$ cat src/hw/rtl/fan_curve_hysteresis_controller_defines.svh
// Assertion macros for the fan curve controller.
`ifndef FAN_CURVE_HYSTERESIS_CONTROLLER_DEFINES_SVH
`define FAN_CURVE_HYSTERESIS_CONTROLLER_DEFINES_SVH
`ifndef NO_ASSERTIONS
// ante holds in a cycle -> cons holds in the same cycle
`define FCHC_ASSERT_SAME(lbl, clk, rstn, ante, cons) \
  lbl: assert property (@(posedge clk) disable iff (!(rstn)) (ante) |-> (cons)) \
    else $error("fchc: same-cycle check failed");
// ante holds in a cycle -> cons holds in the next cycle
`define FCHC_ASSERT_NEXT(lbl, clk, rstn, ante, cons) \
  lbl: assert property (@(posedge clk) disable iff (!(rstn)) (ante) |=> (cons)) \
    else $error("fchc: next-cycle check failed");
`else
`define FCHC_ASSERT_SAME(lbl, clk, rstn, ante, cons)
`define FCHC_ASSERT_NEXT(lbl, clk, rstn, ante, cons)
`endif
`endif

$ cat src/hw/rtl/fchc_pkg.sv
// Shared types and constants of the fan curve controller.
`timescale 1ns / 1ps
`default_nettype none
package fchc_pkg;

  localparam int TEMP_W    = 10;
  localparam int LVL_W     = 8;
  localparam int HYST_W    = 8;
  localparam int DIVR_W    = 16;
  localparam int APB_AW    = 5;
  localparam int APB_DW    = 32;
  localparam int REG_IDX_W = 3;

  localparam logic [REG_IDX_W-1:0] REG_START_TEMP = 3'd0;
  localparam logic [REG_IDX_W-1:0] REG_START_LVL  = 3'd1;
  localparam logic [REG_IDX_W-1:0] REG_FULL_TEMP  = 3'd2;
  localparam logic [REG_IDX_W-1:0] REG_FULL_LVL   = 3'd3;
  localparam logic [REG_IDX_W-1:0] REG_HYST       = 3'd4;
  localparam logic [REG_IDX_W-1:0] REG_TEMP_DIV   = 3'd5;

  localparam logic [TEMP_W-1:0] RST_START_TEMP = 10'd45;
  localparam logic [LVL_W-1:0]  RST_START_LVL  = 8'd35;
  localparam logic [TEMP_W-1:0] RST_FULL_TEMP  = 10'd85;
  localparam logic [LVL_W-1:0]  RST_FULL_LVL   = 8'd255;
  localparam logic [HYST_W-1:0] RST_HYST       = 8'd5;
  localparam logic [DIVR_W-1:0] RST_TEMP_DIV   = 16'd1000;

  typedef struct packed {
    logic [TEMP_W-1:0] start_temperature;
    logic [LVL_W-1:0]  start_level;
    logic [TEMP_W-1:0] full_temperature;
    logic [LVL_W-1:0]  full_level;
    logic [HYST_W-1:0] hysteresis_band;
    logic [DIVR_W-1:0] temperature_divisor;
  } cfg_t;

  // controller -> datapath
  typedef struct packed {
    logic load_in;    // latch the input transaction
    logic div_start;  // launch the shared divider
    logic div_curve;  // 0: reading / divisor, 1: curve numerator / span
    logic cap_t;      // latch degrees from the divider
    logic mul_en;     // form curve numerator
    logic cap_q;      // latch curve quotient
    logic clamp_en;   // offset and clamp curve level
    logic finish;     // load result register, update applied level
  } cmd_t;

  // datapath -> controller
  typedef struct packed {
    logic div_busy;
    logic div_done;
    logic need_curve;
  } sts_t;

endpackage
`default_nettype wire

$ cat src/hw/rtl/fchc_ifs.sv
// Valid/ready channel interfaces for readings and results.
`timescale 1ns / 1ps
`default_nettype none
interface fchc_in_if #(parameter int READING_BITS = 20);
  logic                    valid;
  logic                    ready;
  logic [READING_BITS-1:0] reading_raw;
  logic                    reading_valid;
  logic                    write_accepted;

  modport source (output valid, output reading_raw, output reading_valid,
                  output write_accepted, input ready);
  modport sink (input valid, input reading_raw, input reading_valid,
                input write_accepted, output ready);
endinterface

interface fchc_out_if;
  logic                      valid;
  logic                      ready;
  logic [fchc_pkg::LVL_W-1:0] target_level;
  logic                      write_request;
  logic                      fan_running;

  modport source (output valid, output target_level, output write_request,
                  output fan_running, input ready);
  modport sink (input valid, input target_level, input write_request,
                input fan_running, output ready);
endinterface
`default_nettype wire

$ cat src/hw/rtl/fchc_div.sv
// Restoring divider, one quotient bit per cycle, shared by both divisions.
`timescale 1ns / 1ps
`default_nettype none
module fchc_div #(
  parameter int DW = 28
) (
  input  logic                          clk,
  input  logic                          rst_n,
  input  logic                          start,
  input  logic [DW-1:0]                 dividend,
  input  logic [fchc_pkg::DIVR_W-1:0]   divisor,
  input  logic [$clog2(DW+1)-1:0]       iters,
  output logic                          busy,
  output logic                          done,
  output logic [DW-1:0]                 quotient
);
  import fchc_pkg::*;

  localparam int CNT_W = $clog2(DW+1);

  logic              busy_r, busy_nxt;
  logic              done_r, done_nxt;
  logic [CNT_W-1:0]  cnt_r, cnt_nxt;
  logic [DIVR_W-1:0] rem_r, rem_nxt;
  logic [DIVR_W-1:0] dvs_r, dvs_nxt;
  logic [DW-1:0]     q_r, q_nxt;

  logic [DIVR_W:0]   shifted;
  logic [DIVR_W:0]   diff;
  logic              fits;

  assign shifted = {rem_r, q_r[DW-1]};
  assign diff    = shifted - {1'b0, dvs_r};
  assign fits    = shifted >= {1'b0, dvs_r};

  always_comb begin
    busy_nxt = busy_r;
    done_nxt = 1'b0;
    cnt_nxt  = cnt_r;
    rem_nxt  = rem_r;
    dvs_nxt  = dvs_r;
    q_nxt    = q_r;
    if (start) begin
      busy_nxt = 1'b1;
      cnt_nxt  = iters;
      rem_nxt  = '0;
      dvs_nxt  = divisor;
      q_nxt    = dividend;
    end else if (busy_r) begin
      rem_nxt = fits ? diff[DIVR_W-1:0] : shifted[DIVR_W-1:0];
      q_nxt   = {q_r[DW-2:0], fits};
      cnt_nxt = cnt_r - CNT_W'(1);
      if (cnt_r == CNT_W'(1)) begin
        busy_nxt = 1'b0;
        done_nxt = 1'b1;
      end
    end
  end

  always_ff @(posedge clk) begin
    if (!rst_n) begin
      busy_r <= 1'b0;
      done_r <= 1'b0;
      cnt_r  <= '0;
    end else begin
      busy_r <= busy_nxt;
      done_r <= done_nxt;
      cnt_r  <= cnt_nxt;
    end
  end

  always_ff @(posedge clk) begin
    rem_r <= rem_nxt;
    dvs_r <= dvs_nxt;
    q_r   <= q_nxt;
  end

  assign busy     = busy_r;
  assign done     = done_r;
  assign quotient = q_r;

endmodule
`default_nettype wire

$ cat src/hw/rtl/fchc_dp.sv
// Datapath: scaling, curve arithmetic, level selection and result register.
`timescale 1ns / 1ps
`default_nettype none
module fchc_dp #(
  parameter int READING_BITS = 20
) (
  input  logic                         clk,
  input  logic                         rst_n,
  input  fchc_pkg::cfg_t               cfg,
  input  fchc_pkg::cmd_t               cmd,
  input  logic [READING_BITS-1:0]      reading_raw,
  input  logic                         reading_valid,
  input  logic                         write_accepted,
  output fchc_pkg::sts_t               sts,
  output logic [fchc_pkg::LVL_W-1:0]   target_level,
  output logic                         write_request,
  output logic                         fan_running
);
  import fchc_pkg::*;

  localparam int DW    = READING_BITS + LVL_W;
  localparam int CNT_W = $clog2(DW+1);
  localparam int CW    = (READING_BITS > TEMP_W ? READING_BITS : TEMP_W) + 1;
  localparam int SW    = DW + 2;

  logic [READING_BITS-1:0] raw_r;
  logic                    rvalid_r;
  logic                    acc_r;
  logic [READING_BITS-1:0] t_r;
  logic [DW-1:0]           prod_r;
  logic                    neg_r;
  logic [DW-1:0]           q_r;
  logic [LVL_W-1:0]        level_r;
  logic [LVL_W-1:0]        applied_r, applied_nxt;
  logic [LVL_W-1:0]        target_r;
  logic                    req_r;
  logic                    run_r;

  // divider hookup
  logic [DW-1:0]     div_dividend;
  logic [DIVR_W-1:0] div_divisor;
  logic [CNT_W-1:0]  div_iters;
  logic [DW-1:0]     div_q;
  logic              div_busy_w;
  logic              div_done_w;
  logic [DIVR_W-1:0] div_eff;
  logic [TEMP_W-1:0] span;

  assign div_eff = (cfg.temperature_divisor == '0) ? DIVR_W'(1) : cfg.temperature_divisor;
  assign span    = cfg.full_temperature - cfg.start_temperature;

  always_comb begin
    if (cmd.div_curve) begin
      div_dividend = prod_r;
      div_divisor  = {{(DIVR_W-TEMP_W){1'b0}}, span};
      div_iters    = CNT_W'(DW);
    end else begin
      // left-aligned so READING_BITS steps leave the quotient in the low bits
      div_dividend = {raw_r, {LVL_W{1'b0}}};
      div_divisor  = div_eff;
      div_iters    = CNT_W'(READING_BITS);
    end
  end

  fchc_div #(.DW(DW)) u_div (
    .clk      (clk),
    .rst_n    (rst_n),
    .start    (cmd.div_start),
    .dividend (div_dividend),
    .divisor  (div_divisor),
    .iters    (div_iters),
    .busy     (div_busy_w),
    .done     (div_done_w),
    .quotient (div_q)
  );

  // threshold compares
  logic [CW-1:0] t_x, t0_x, stop_sum, dt_x;
  logic          t_zero, below_start, below_stop, bad_curve, need_curve_w;

  assign t_x         = {{(CW-READING_BITS){1'b0}}, t_r};
  assign t0_x        = {{(CW-TEMP_W){1'b0}}, cfg.start_temperature};
  assign stop_sum    = t_x + {{(CW-HYST_W){1'b0}}, cfg.hysteresis_band};
  assign dt_x        = t_x - t0_x;
  assign t_zero      = !rvalid_r || (t_r == '0);
  assign below_start = t_x < t0_x;
  assign below_stop  = stop_sum < t0_x;   // t < start - band, no sign needed
  assign bad_curve   = cfg.full_temperature <= cfg.start_temperature;

  assign need_curve_w = !t_zero && !below_start && !bad_curve;

  assign sts = '{div_busy: div_busy_w, div_done: div_done_w, need_curve: need_curve_w};

  // curve numerator |(t - t0) * (l1 - l0)|
  logic             dl_neg;
  logic [LVL_W-1:0] dl_mag;
  logic [DW-1:0]    prod_w;

  assign dl_neg = cfg.start_level > cfg.full_level;
  assign dl_mag = dl_neg ? (cfg.start_level - cfg.full_level)
                         : (cfg.full_level - cfg.start_level);
  assign prod_w = {{LVL_W{1'b0}}, dt_x[READING_BITS-1:0]} *
                  {{READING_BITS{1'b0}}, dl_mag};

  // offset by start level, truncation toward zero falls out of sign-magnitude
  logic [SW-1:0]    l0_x, l1_x, q_x, v;
  logic [LVL_W-1:0] clamp_w;

  assign l0_x = {{(SW-LVL_W){1'b0}}, cfg.start_level};
  assign l1_x = {{(SW-LVL_W){1'b0}}, cfg.full_level};
  assign q_x  = {2'b00, q_r};
  assign v    = neg_r ? (l0_x - q_x) : (l0_x + q_x);

  always_comb begin
    priority if (v[SW-1])  clamp_w = '0;
    else if (v > l1_x)     clamp_w = cfg.full_level;
    else                   clamp_w = v[LVL_W-1:0];
  end

  // level selection
  logic [LVL_W-1:0] curve_lvl, target_w;
  logic             req_w;

  assign curve_lvl = bad_curve ? cfg.full_level : level_r;

  always_comb begin
    priority if (t_zero)          target_w = '0;
    else if (applied_r != '0) begin
      priority if (below_stop)    target_w = '0;
      else if (below_start)       target_w = cfg.start_level;
      else                        target_w = curve_lvl;
    end else if (below_start)     target_w = '0;
    else                          target_w = curve_lvl;
  end

  assign req_w       = !t_zero && (target_w != applied_r);
  assign applied_nxt = (cmd.finish && req_w && acc_r) ? target_w : applied_r;

  always_ff @(posedge clk) begin
    if (!rst_n) begin
      applied_r <= '0;
    end else begin
      applied_r <= applied_nxt;
    end
  end

  always_ff @(posedge clk) begin
    if (cmd.load_in) begin
      raw_r    <= reading_raw;
      rvalid_r <= reading_valid;
      acc_r    <= write_accepted;
    end
    if (cmd.cap_t) begin
      t_r <= div_q[READING_BITS-1:0];
    end
    if (cmd.mul_en) begin
      prod_r <= prod_w;
      neg_r  <= dl_neg;
    end
    if (cmd.cap_q) begin
      q_r <= div_q;
    end
    if (cmd.clamp_en) begin
      level_r <= clamp_w;
    end
    if (cmd.finish) begin
      target_r <= target_w;
      req_r    <= req_w;
      run_r    <= applied_nxt != '0;
    end
  end

  assign target_level  = target_r;
  assign write_request = req_r;
  assign fan_running   = run_r;

endmodule
`default_nettype wire

$ cat src/hw/rtl/fchc_ctrl.sv
// Controller: sequences one transaction through divider and, when the curve is needed, multiplier and clamp.
`timescale 1ns / 1ps
`default_nettype none
module fchc_ctrl (
  input  logic           clk,
  input  logic           rst_n,
  input  logic           in_valid,
  output logic           in_ready,
  output logic           out_valid,
  input  logic           out_ready,
  input  fchc_pkg::sts_t sts,
  output fchc_pkg::cmd_t cmd
);
  import fchc_pkg::*;

  localparam logic [3:0] S_IDLE    = 4'd0;
  localparam logic [3:0] S_D1_GO   = 4'd1;
  localparam logic [3:0] S_D1_WAIT = 4'd2;
  localparam logic [3:0] S_CHK     = 4'd3;
  localparam logic [3:0] S_MUL     = 4'd4;
  localparam logic [3:0] S_D2_GO   = 4'd5;
  localparam logic [3:0] S_D2_WAIT = 4'd6;
  localparam logic [3:0] S_CLAMP   = 4'd7;
  localparam logic [3:0] S_FIN     = 4'd8;

  logic [3:0] state_r, state_nxt;
  logic       out_valid_r, out_valid_nxt;
  logic       out_free;

  assign out_free = !out_valid_r || out_ready;
  assign in_ready = (state_r == S_IDLE);

  always_comb begin
    state_nxt = state_r;
    cmd       = '0;
    unique case (state_r)
      S_IDLE: begin
        if (in_valid) begin
          cmd.load_in = 1'b1;
          state_nxt   = S_D1_GO;
        end
      end
      S_D1_GO: begin
        cmd.div_start = 1'b1;
        state_nxt     = S_D1_WAIT;
      end
      S_D1_WAIT: begin
        if (sts.div_done) begin
          cmd.cap_t = 1'b1;
          state_nxt = S_CHK;
        end
      end
      S_CHK: begin
        state_nxt = sts.need_curve ? S_MUL : S_FIN;
      end
      S_MUL: begin
        cmd.mul_en = 1'b1;
        state_nxt  = S_D2_GO;
      end
      S_D2_GO: begin
        cmd.div_start = 1'b1;
        cmd.div_curve = 1'b1;
        state_nxt     = S_D2_WAIT;
      end
      S_D2_WAIT: begin
        cmd.div_curve = 1'b1;
        if (sts.div_done) begin
          cmd.cap_q = 1'b1;
          state_nxt = S_CLAMP;
        end
      end
      S_CLAMP: begin
        cmd.clamp_en = 1'b1;
        state_nxt    = S_FIN;
      end
      S_FIN: begin
        // hold until the result register is free
        if (out_free) begin
          cmd.finish = 1'b1;
          state_nxt  = S_IDLE;
        end
      end
      default: begin
        state_nxt = S_IDLE;
      end
    endcase
  end

  always_comb begin
    priority if (cmd.finish)            out_valid_nxt = 1'b1;
    else if (out_valid_r && out_ready)  out_valid_nxt = 1'b0;
    else                                out_valid_nxt = out_valid_r;
  end

  always_ff @(posedge clk) begin
    if (!rst_n) begin
      state_r     <= S_IDLE;
      out_valid_r <= 1'b0;
    end else begin
      state_r     <= state_nxt;
      out_valid_r <= out_valid_nxt;
    end
  end

  assign out_valid = out_valid_r;

endmodule
`default_nettype wire

$ cat src/hw/rtl/fan_curve_hysteresis_controller.sv
// Top level: APB register file, controller and datapath of the fan curve block.
//
//  channel  | dir | handshake        | payload
//  ---------+-----+------------------+----------------------------------------------
//  in_chan  | in  | valid / ready    | reading_raw, reading_valid, write_accepted
//  out_chan | out | valid / ready    | target_level, write_request, fan_running
//  apb      | in  | psel/penable/... | six config registers at 4*index, pready tied 1
//
// One transaction at a time; the shared one-bit-per-cycle divider does both divisions.
// Off the curve a transaction takes one divider pass; on the curve it takes two.
// Synchronous active-low reset; config registers take their documented defaults.
// A result waits in its output register while the next transaction is taken;
// a stalled output only holds the block at its final step.
`timescale 1ns / 1ps
`default_nettype none
`include "fan_curve_hysteresis_controller_defines.svh"
module fan_curve_hysteresis_controller #(
  parameter int READING_BITS = 20
) (
  input  logic                          clk,
  input  logic                          rst_n,
  fchc_in_if.sink                       in_chan,
  fchc_out_if.source                    out_chan,
  input  logic                          psel,
  input  logic                          penable,
  input  logic                          pwrite,
  input  logic [fchc_pkg::APB_AW-1:0]   paddr,
  input  logic [fchc_pkg::APB_DW-1:0]   pwdata,
  output logic [fchc_pkg::APB_DW-1:0]   prdata,
  output logic                          pready
);
  import fchc_pkg::*;

  cfg_t                 cfg_r, cfg_nxt;
  logic [REG_IDX_W-1:0] reg_idx;
  logic                 wr_en;
  cmd_t                 cmd;
  sts_t                 sts;

  assign pready  = 1'b1;
  assign reg_idx = paddr[APB_AW-1:2];
  assign wr_en   = psel && penable && pwrite && pready;

  always_comb begin
    cfg_nxt = cfg_r;
    if (wr_en) begin
      unique case (reg_idx)
        REG_START_TEMP: cfg_nxt.start_temperature   = pwdata[TEMP_W-1:0];
        REG_START_LVL:  cfg_nxt.start_level         = pwdata[LVL_W-1:0];
        REG_FULL_TEMP:  cfg_nxt.full_temperature    = pwdata[TEMP_W-1:0];
        REG_FULL_LVL:   cfg_nxt.full_level          = pwdata[LVL_W-1:0];
        REG_HYST:       cfg_nxt.hysteresis_band     = pwdata[HYST_W-1:0];
        REG_TEMP_DIV:   cfg_nxt.temperature_divisor = pwdata[DIVR_W-1:0];
        default:        cfg_nxt = cfg_r;
      endcase
    end
  end

  always_ff @(posedge clk) begin
    if (!rst_n) begin
      cfg_r.start_temperature   <= RST_START_TEMP;
      cfg_r.start_level         <= RST_START_LVL;
      cfg_r.full_temperature    <= RST_FULL_TEMP;
      cfg_r.full_level          <= RST_FULL_LVL;
      cfg_r.hysteresis_band     <= RST_HYST;
      cfg_r.temperature_divisor <= RST_TEMP_DIV;
    end else begin
      cfg_r <= cfg_nxt;
    end
  end

  always_comb begin
    unique case (reg_idx)
      REG_START_TEMP: prdata = {{(APB_DW-TEMP_W){1'b0}}, cfg_r.start_temperature};
      REG_START_LVL:  prdata = {{(APB_DW-LVL_W){1'b0}}, cfg_r.start_level};
      REG_FULL_TEMP:  prdata = {{(APB_DW-TEMP_W){1'b0}}, cfg_r.full_temperature};
      REG_FULL_LVL:   prdata = {{(APB_DW-LVL_W){1'b0}}, cfg_r.full_level};
      REG_HYST:       prdata = {{(APB_DW-HYST_W){1'b0}}, cfg_r.hysteresis_band};
      REG_TEMP_DIV:   prdata = {{(APB_DW-DIVR_W){1'b0}}, cfg_r.temperature_divisor};
      default:        prdata = '0;
    endcase
  end

  fchc_ctrl u_ctrl (
    .clk       (clk),
    .rst_n     (rst_n),
    .in_valid  (in_chan.valid),
    .in_ready  (in_chan.ready),
    .out_valid (out_chan.valid),
    .out_ready (out_chan.ready),
    .sts       (sts),
    .cmd       (cmd)
  );

  fchc_dp #(.READING_BITS(READING_BITS)) u_dp (
    .clk            (clk),
    .rst_n          (rst_n),
    .cfg            (cfg_r),
    .cmd            (cmd),
    .reading_raw    (in_chan.reading_raw),
    .reading_valid  (in_chan.reading_valid),
    .write_accepted (in_chan.write_accepted),
    .sts            (sts),
    .target_level   (out_chan.target_level),
    .write_request  (out_chan.write_request),
    .fan_running    (out_chan.fan_running)
  );

  // one transaction in flight: ready drops right after an accept
  `FCHC_ASSERT_NEXT(a_one_in_flight, clk, rst_n, in_chan.valid && in_chan.ready, !in_chan.ready)
  // the shared divider is never relaunched mid-division
  `FCHC_ASSERT_SAME(a_div_no_restart, clk, rst_n, cmd.div_start, !sts.div_busy)
  // a nonzero level with no write means it already matched a running fan
  `FCHC_ASSERT_SAME(a_hold_running, clk, rst_n,
                    out_chan.valid && !out_chan.write_request && (out_chan.target_level != '0),
                    out_chan.fan_running)

endmodule
`default_nettype wire
$ cat src/flat_wrapper.sv
// flat-port wrapper written by rule: the top's interface ports become plain ports
module fan_curve_hysteresis_controller_flat import fchc_pkg::*;
#(
  parameter int READING_BITS = 20
)
  (clk, rst_n, psel, penable, pwrite, paddr, pwdata, prdata, pready, in_chan_valid, in_chan_reading_raw, in_chan_reading_valid, in_chan_write_accepted, in_chan_ready, out_chan_valid, out_chan_target_level, out_chan_write_request, out_chan_fan_running, out_chan_ready);
  fchc_in_if #(.READING_BITS(READING_BITS)) in_chan_i ();
  fchc_out_if out_chan_i ();
  input  logic clk;
  input  logic rst_n;
  input  logic psel;
  input  logic penable;
  input  logic pwrite;
  input  logic [fchc_pkg::APB_AW-1:0] paddr;
  input  logic [fchc_pkg::APB_DW-1:0] pwdata;
  output logic [fchc_pkg::APB_DW-1:0] prdata;
  output logic pready;
  input wire logic [$bits(in_chan_i.valid)-1:0] in_chan_valid;
  input wire logic [$bits(in_chan_i.reading_raw)-1:0] in_chan_reading_raw;
  input wire logic [$bits(in_chan_i.reading_valid)-1:0] in_chan_reading_valid;
  input wire logic [$bits(in_chan_i.write_accepted)-1:0] in_chan_write_accepted;
  output wire logic [$bits(in_chan_i.ready)-1:0] in_chan_ready;
  output wire logic [$bits(out_chan_i.valid)-1:0] out_chan_valid;
  output wire logic [$bits(out_chan_i.target_level)-1:0] out_chan_target_level;
  output wire logic [$bits(out_chan_i.write_request)-1:0] out_chan_write_request;
  output wire logic [$bits(out_chan_i.fan_running)-1:0] out_chan_fan_running;
  input wire logic [$bits(out_chan_i.ready)-1:0] out_chan_ready;
  assign in_chan_i.valid = in_chan_valid;
  assign in_chan_i.reading_raw = in_chan_reading_raw;
  assign in_chan_i.reading_valid = in_chan_reading_valid;
  assign in_chan_i.write_accepted = in_chan_write_accepted;
  assign in_chan_ready = in_chan_i.ready;
  assign out_chan_valid = out_chan_i.valid;
  assign out_chan_target_level = out_chan_i.target_level;
  assign out_chan_write_request = out_chan_i.write_request;
  assign out_chan_fan_running = out_chan_i.fan_running;
  assign out_chan_i.ready = out_chan_ready;
  fan_curve_hysteresis_controller #(.READING_BITS(READING_BITS)) u_core (.clk(clk), .rst_n(rst_n), .in_chan(in_chan_i), .out_chan(out_chan_i), .psel(psel), .penable(penable), .pwrite(pwrite), .paddr(paddr), .pwdata(pwdata), .prdata(prdata), .pready(pready));
endmodule
$ cat config.mk
export PLATFORM = sky130hd
export DESIGN_NAME = fan_curve_hysteresis_controller_flat
export DESIGN_NICKNAME = d
export VERILOG_FILES = /design/src/hw/rtl/fchc_pkg.sv /design/src/hw/rtl/fchc_ifs.sv /design/src/hw/rtl/fchc_div.sv /design/src/hw/rtl/fchc_dp.sv /design/src/hw/rtl/fchc_ctrl.sv /design/src/hw/rtl/fan_curve_hysteresis_controller.sv /design/src/flat_wrapper.sv
export VERILOG_INCLUDE_DIRS = /design/src /design/src/hw/rtl
export SDC_FILE = /design/constraint.sdc
export NUM_CORES = 1
export LEC_CHECK = 0
export BUFFER_PORTS_ARGS = -buffer_cell sky130_fd_sc_hd__buf_2
export CORE_ASPECT_RATIO = 0.6
export CORE_MARGIN = 4
export CORE_UTILIZATION = 50
export CTS_CLUSTER_SIZE = 10
export DETAILED_ROUTE_END_ITERATION = 16
export PLACE_DENSITY = 0.78
export SYNTH_ARGS = -nofsm -noshare
export SYNTH_HDL_FRONTEND = slang
export SYNTH_SLANG_ARGS = --single-unit
$ cat constraint.sdc
create_clock -name clk -period 21.6 [get_ports clk]
set_clock_uncertainty 0.1 [all_clocks]
set_input_delay 4.32 -clock clk [delete_from_list [all_inputs] [get_ports clk]]
set_output_delay 4.32 -clock clk [all_outputs]
set_load 0.01 [all_outputs]
==> results of run 1 <==
## flip-flops by register name, summed over array words and instances, names as in the netlist, 4 cells and up
| name | flops |
|---|---|
| u_core.cfg_r | 60 |
| u_core.u_dp.prod_r | 28 |
| u_core.u_dp.q_r | 28 |
| u_core.u_dp.u_div.quotient | 28 |
| u_core.u_dp.raw_r | 20 |
| u_core.u_dp.t_r | 20 |
| u_core.u_dp.u_div.dvs_r | 16 |
| u_core.u_dp.u_div.rem_r | 16 |
| u_core.u_dp.applied_r | 8 |
| u_core.u_dp.level_r | 8 |
| u_core.u_dp.target_level | 8 |
| u_core.u_dp.u_div.cnt_r | 5 |
| u_core.u_ctrl.state_r | 4 |
## routing by layer
layer	routed length, µm	vias up	track usage [%]	share of wire, %
met5	0	-	0	0
met2	23400	924	37.0	41
met4	1260	0	5.15	2.2
met3	6370	102	5.13	11
li1	-	7852	-	-
met1	26500	8219	39.6	46
## where the power goes
group / internal [mW] / total, mW / switching [mW] / leakage [nW]
clock network: 0.267 / 0.466 / 0.200 / 0.410
logic: 0.201 / 0.493 / 0.292 / 6.92
registers: 0.574 / 0.597 / 0.0232 / 2.25
total: 1.04 / 1.56 / 0.515 / 9.58
## final timing paths
path / cells after the start / slack [ns] / endpoint / start
max: 6 / 11.08 / prdata[2] / paddr[2]
min: 0 / 0.35 / u_core.u_dp.q_r[26] / u_core.u_dp.u_div.quotient[26]
max reg2reg: 30 / 12.08 / u_core.u_dp.prod_r[24] / u_core.cfg_r[42]
min reg2reg: 0 / 0.35 / u_core.u_dp.q_r[26] / u_core.u_dp.u_div.quotient[26]
## synth_stat cells (all sizes together), types with 5 or more instances
master	instances	area share, %
clkbuf	78	1.4
nand2	209	3.8
nor2	192	3.5
o22ai	19	0.61
o211ai	27	0.98
a21oi	96	2.4
nand2b	29	0.88
nor4	29	0.94
o31ai	14	0.51
mux2i	70	3.4
xnor2	51	2.2
o21a	18	0.69
or3	24	0.80
a211oi	28	1.0
o21ai	108	2.6
and2	11	0.33
fa	116	11
ha	142	8.6
a31oi	17	0.52
o41ai	5	0.21
mux2	15	0.84
dfxtp	96	9.3
o21bai	7	0.25
nor2b	30	0.91
a21o	35	1.3
nor3	33	0.83
buf	32	1.1
o311ai	6	0.34
or2	33	1.0
or4	9	0.33
a22o	10	0.42
nand4	17	0.59
nand3	55	1.3
and3	28	0.85
xor2	21	0.89
a22oi	10	0.36
a21boi	38	1.4
edfxtp	161	23
inv	243	4.4
## critical path, delay by kind of cell
kind | cells | cell delay (ns)
buffers and inverters | 3 | 0.87
AO/OA/AOI/OAI | 2 | 0.42
AND/OR/NAND/NOR | 1 | 0.48
## kinds of logic after synthesis
group	after synthesis	share of synthesized area, %
and+or+nand+nor	711	16.7
AOI/OAI and AO/OA	490	16.2
buffers and inverters	353	6.91
adders and majority gates	258	19.9
DFF	257	32.8
muxes	87	4.45
xor gates and xnor gates	72	3.06
other	2	0.0364
## final cells by class
type / count / share of cell area [%]
multi-input combinational: 1635 / 56.2
sequential: 257 / 30.3
inverter: 243 / 4.10
clock buffer: 46 / 3.64
tap: 531 / 2.98
timing repair buffer: 98 / 2.46
clock inverter: 3 / 0.242
==> impl_metrics.ini, run 1 <==
[cells_and_area]
seq_area_mm2 = 0.00676
fin_nets = 2589
finish.instance_area_mm2 = 0.0223
layout_commonest_cell = inv_1
fin_cells = 2813
multiInputGateArea_mm2 = 0.0125
n_fill_cell = 3560
utilization_pct = 54.9
final_cell_mix = inv_1, nand2_1, nor2_1
drive_gt1_share_pct = 9.25
synthToLayoutAreaGrowth_pct = 8.00
antenna_cells = 0

[setup_path]
cp.arrival_ns = 6.10
cp-end-kind = output pin
cp_max_fo = 23
critical_path.cell_chain = buf_2 > inv_1 > nor2_1 > a22oi_1 > o22ai_1 > buf_2
slowest_stage = nor2_1
worstSetupPathType = input port to output pin
crit_required_ns = 17.18
crit_path_max_incr_delay_ns = 0.48
critPathLaunchType = input port
cpMostUsedCell = buf_2

[floorplan]
fp.dieH_um = 165
initial_utilization_pct = 50.8
coreArea_mm2 = 0.0406
dieArea_mm2 = 0.0447
core.rowCount = 57
die_x_um = 270
ios = 111

[route]
ant_nets = 0
vias_per_cell = 6.08
firstDrtPassIters = 13
routed_wl_um = 57500
initialDrtViolationCount = 2138
drc = 0
wl_per_cell_um = 20.4
num_vias = 17097

[sta]
final_hold_viol_count = 0
finalCriticalPeriod_ns = 10.52
tns_ns = 0
setup_viol = 0
rsz0062_at_grt = no
fmax_mhz = 95.1
worst_pin_slew_ns = 1.22
whs_ns = 0.352
postLayoutSetupSlackWorst_ns = 11.08
maxSlewHeadroom_pct = 18.4
drv_slew = 0
period_share_pct = 48.7

[logic_synthesis]
ys.flop_type = edfxtp_1
yosysSeqAreaShare_pct = 32.8
synthesis.instances = 2230
yosysUniqueCellTypes = 95
yosys_warnings = 0
syn_area_per_cell_um2 = 9.25
ys_ff_latch = 257
async_reset_ff_share_pct = 0
syn-cell-area_mm2 = 0.0206
synth_edf_count = 161

[placement]
pre_cts_ws_ns = 11.16
port_buffers = 75
place_hpwl_um = 43900
dp.cells = 2764
placedInstanceArea_mm2 = 0.0214
gp_congestion = 0.959

[run]
maxCapViolations = 0

[global_route]
overflow = 0
grt_first_pass_wirelength_um = 91000
grt_pass1_vias = 16372
grt_antenna_before_repair = 0
global_route.usage.total_pct = 25.5
grt_start_max_net_pins = 80

[power_and_ir_drop]
p_total_mw = 1.56
power.density_mw_per_mm2 = 69.9
max-vdd-ir-drop_mv = 0.0817
leakage_nw = 9.58

[clocking]
clockBufferDepth = 3
clkSinkCount = 257
cts_resized = 0
cts_tree = yes
insertion_delay_ns = 0.59
post_cts_buffers = 0
htree_levels = 1
hold_buffers = 0
root_buffer = clkbuf_16
cts-buffers-inserted = 30
clkTransAtPathRegs_ns = 0.05

[min_path]
hold_class = flop to flop

[run_status]
outcome = completed
(Power assumes the default switching activity.)
==> run 2, diff against run 1 <==
--- a/config.mk
+++ b/config.mk
@@ -6,13 +6,14 @@
 export SDC_FILE = /design/constraint.sdc
 export NUM_CORES = 1
 export LEC_CHECK = 0
+export ABC_AREA = 1
 export BUFFER_PORTS_ARGS = -buffer_cell sky130_fd_sc_hd__buf_2
 export CORE_ASPECT_RATIO = 0.6
 export CORE_MARGIN = 4
 export CORE_UTILIZATION = 50
 export CTS_CLUSTER_SIZE = 10
 export DETAILED_ROUTE_END_ITERATION = 16
-export PLACE_DENSITY = 0.78
+export PLACE_DENSITY = 0.81
 export SYNTH_ARGS = -nofsm -noshare
 export SYNTH_HDL_FRONTEND = slang
 export SYNTH_SLANG_ARGS = --single-unit
==> constraint.sdc (replaced) <==
create_clock -name clk -period 9.2 [get_ports clk]
set_clock_uncertainty 0.1 [all_clocks]
set_input_delay 1.84 -clock clk [delete_from_list [all_inputs] [get_ports clk]]
set_output_delay 1.84 -clock clk [all_outputs]
set_load 0.01 [all_outputs]
==> run 2 against run 1 <==
Against the previous run:
- routed wire length increased by 5.2%
- utilization increased by 0.73 points
- total power increased to 2.6 times the previous value
==> impl_metrics.ini, run 2 <==
[logic_synthesis]
synth-xor-area-share_pct = 3.75
synth-simple-area-share_pct = 19.9
syn_area_per_cell_um2 = 8.03
yosys_warnings = 0
synth_top_cell_area_share_pct = 23.8
synth_area_leaders = edfxtp_1, fa_1, dfxtp_1, ha_1, nand2_1
ys.flop_type = edfxtp_1
synth-compound-area-share_pct = 13.1
synth_edf_count = 161
synth_mux_area_share_pct = 0.0493
yosysSeqAreaShare_pct = 33.3
synth.most_common_cell = nand2_1
synth_area_leader_cell = edfxtp_1
async_reset_ff_share_pct = 0
synthesis.instances = 2526
synthTopCellsByCount = nand2_1, inv_1, nor2_1
synth_top_family_by_area = adder cells
ys_ff_latch = 257
yosys.area_share.adder_pct = 20.2
syn-cell-area_mm2 = 0.0203
yosysUniqueCellTypes = 70

[global_route]
grt_start_max_net_pins = 57
grt_pass1_vias = 17187
overflow = 0
grt_first_pass_wirelength_um = 94600
grt_antenna_before_repair = 2
global_route.usage.total_pct = 27.4

[route]
ant_nets = 0
vias_per_cell = 5.77
initialDrtViolationCount = 2377
drc = 0
num_vias = 18081
firstDrtPassIters = 6
routed_wl_um = 60500
wl_per_cell_um = 19.3

[sta]
tns_ns = 0
whs_ns = 0.385
rsz0062_at_grt = no
period_share_pct = 89.7
final_hold_viol_count = 0
finalCriticalPeriod_ns = 8.25
maxSlewHeadroom_pct = 11.2
setup_viol = 0
drv_slew = 0
fmax_mhz = 121
worst_pin_slew_ns = 1.32

[run_status]
outcome = completed

[power_and_ir_drop]
internal_power_mw = 2.55
seqPwrFrac_pct = 38.9
power.density_mw_per_mm2 = 184
p_switching_mw = 1.50
clockPowerShare_pct = 25.7
power.share.switching_pct = 37.0
p_total_mw = 4.05
leakage_nw = 10.1
max-vdd-ir-drop_mv = 0.133
combPwrFrac_pct = 35.3

[placement]
gp_congestion = 1.00
port_buffers = 75
place_hpwl_um = 48200

[clocking]
hold_buffers = 0
post_cts_buffers = 0
clockBufferDepth = 3
cts-buffers-inserted = 29
clkSinkCount = 257
clkTransAtPathRegs_ns = 0.06
cts_tree = yes
insertion_delay_ns = 0.56
cts_resized = 0
htree_levels = 1
root_buffer = clkbuf_16

[floorplan]
die_x_um = 268
ios = 111
coreArea_mm2 = 0.0395
initial_utilization_pct = 51.3
dieArea_mm2 = 0.0440
fp.dieH_um = 164
core.rowCount = 56

[cells_and_area]
fin_nets = 2914
largest_reg_flops = 60
layout_commonest_cell = nand2_1
final_cell_mix = nand2_1, inv_1, nor2_1
multiInputGateArea_mm2 = 0.0117
n_fill_cell = 3569
antenna_cells = 0
drive_gt1_share_pct = 6.48
seq_area_mm2 = 0.00676
synthToLayoutAreaGrowth_pct = 8.33
regMostFlops = u_core.cfg_r
utilization_pct = 55.6

[setup_path]
cp-end-kind = flop
crit_start = u_core.cfg_r[25]
crit_path_max_incr_delay_ns = 0.73
cp.arrival_ns = 8.44
critPathLaunchType = flop
slowest_stage = xor2_1
worstSetupPathType = flop to flop
r2r-start = u_core.cfg_r[25]
crit_required_ns = 9.39
cp_max_fo = 12

[min_path]
worstHoldStart = u_core.u_dp.u_div.rem_r[15]
hold_class = flop to flop

[run]
maxCapViolations = 0
-- run 2: cell count changes in the layout (fill, tap and decap cells not counted), moves of 36 or more --
cell     delta
xor2_1     +42
o21ai_0    +84
mux2i_1    -69
nand3_1    +36
a21oi_1    +57
nor2_1    +122
inv_1     +158
nand2_1   +226
-- run 2: path summary, 6_finish.rpt --
path	endpoint	slack, ns	depth (start not counted)
max	u_core.u_dp.prod_r[27]	0.95	30
min	u_core.u_dp.u_div.rem_r[15]	0.38	2
max reg2reg	u_core.u_dp.prod_r[27]	0.95	30
min reg2reg	u_core.u_dp.u_div.rem_r[15]	0.38	2
-- run 2: through the flow --
step | area, µm² | std cells | setup slack, ns
after CTS | 22000 | 3132 | 1.17
after global placement | 21200 | 3081 | 1.32
final | 22000 | 3132 | 0.952
after global routing | 22000 | 3132 | 0.510
after floorplan | 20300 | 2541 | 2.28
after detailed placement | 21200 | 3081 | 1.19
-- run 2: critical path: cells and delay by family, from the launching register on --
family	cells	cell delay, ns
DFF	1	0.51
and+or+nand+nor	4	0.52
xor gates and xnor gates	2	0.91
adders and majority gates	6	2.92
AOI/OAI and AO/OA	11	2.03
buffers and inverters	7	0.96
-- run 2: logic make-up after synthesis --
logic type                 after synthesis
AOI/OAI and AO/OA                      467
xor gates and xnor gates                86
adders and majority gates              258
buffers and inverters                  494
DFF                                    257
muxes                                    1
other                                    2
and+or+nand+nor                        961
-- run 2: area by class of cell --
cell class / instances / share of cell area (%)
multi-input combinational: 1790 / 53.1
sequential: 257 / 30.7
inverter: 420 / 7.18
clock buffer: 50 / 3.71
tap: 522 / 2.97
timing repair buffer: 92 / 2.29
clock inverter: 1 / 0.0399
-- run 2: metal layers --
metal	global-route usage (%)	share of wire [%]	vias up
met1	41.2	44	8519
met2	37.4	38	1064
met4	3.60	1.4	2
li1	-	-	8399
met3	11.7	16	97
met5	0	0.021	-
-- run 2: power by group through the flow --
stage               Combinational, mW  Sequential, mW  Clock (mW)
floorplan                        1.07            1.50           0
global placement                 1.34            1.58           0
detailed placement               1.39            1.58           0
CTS                              1.41            1.56        1.05
global route                     1.62            1.58        1.10
finish                           1.43            1.58        1.04
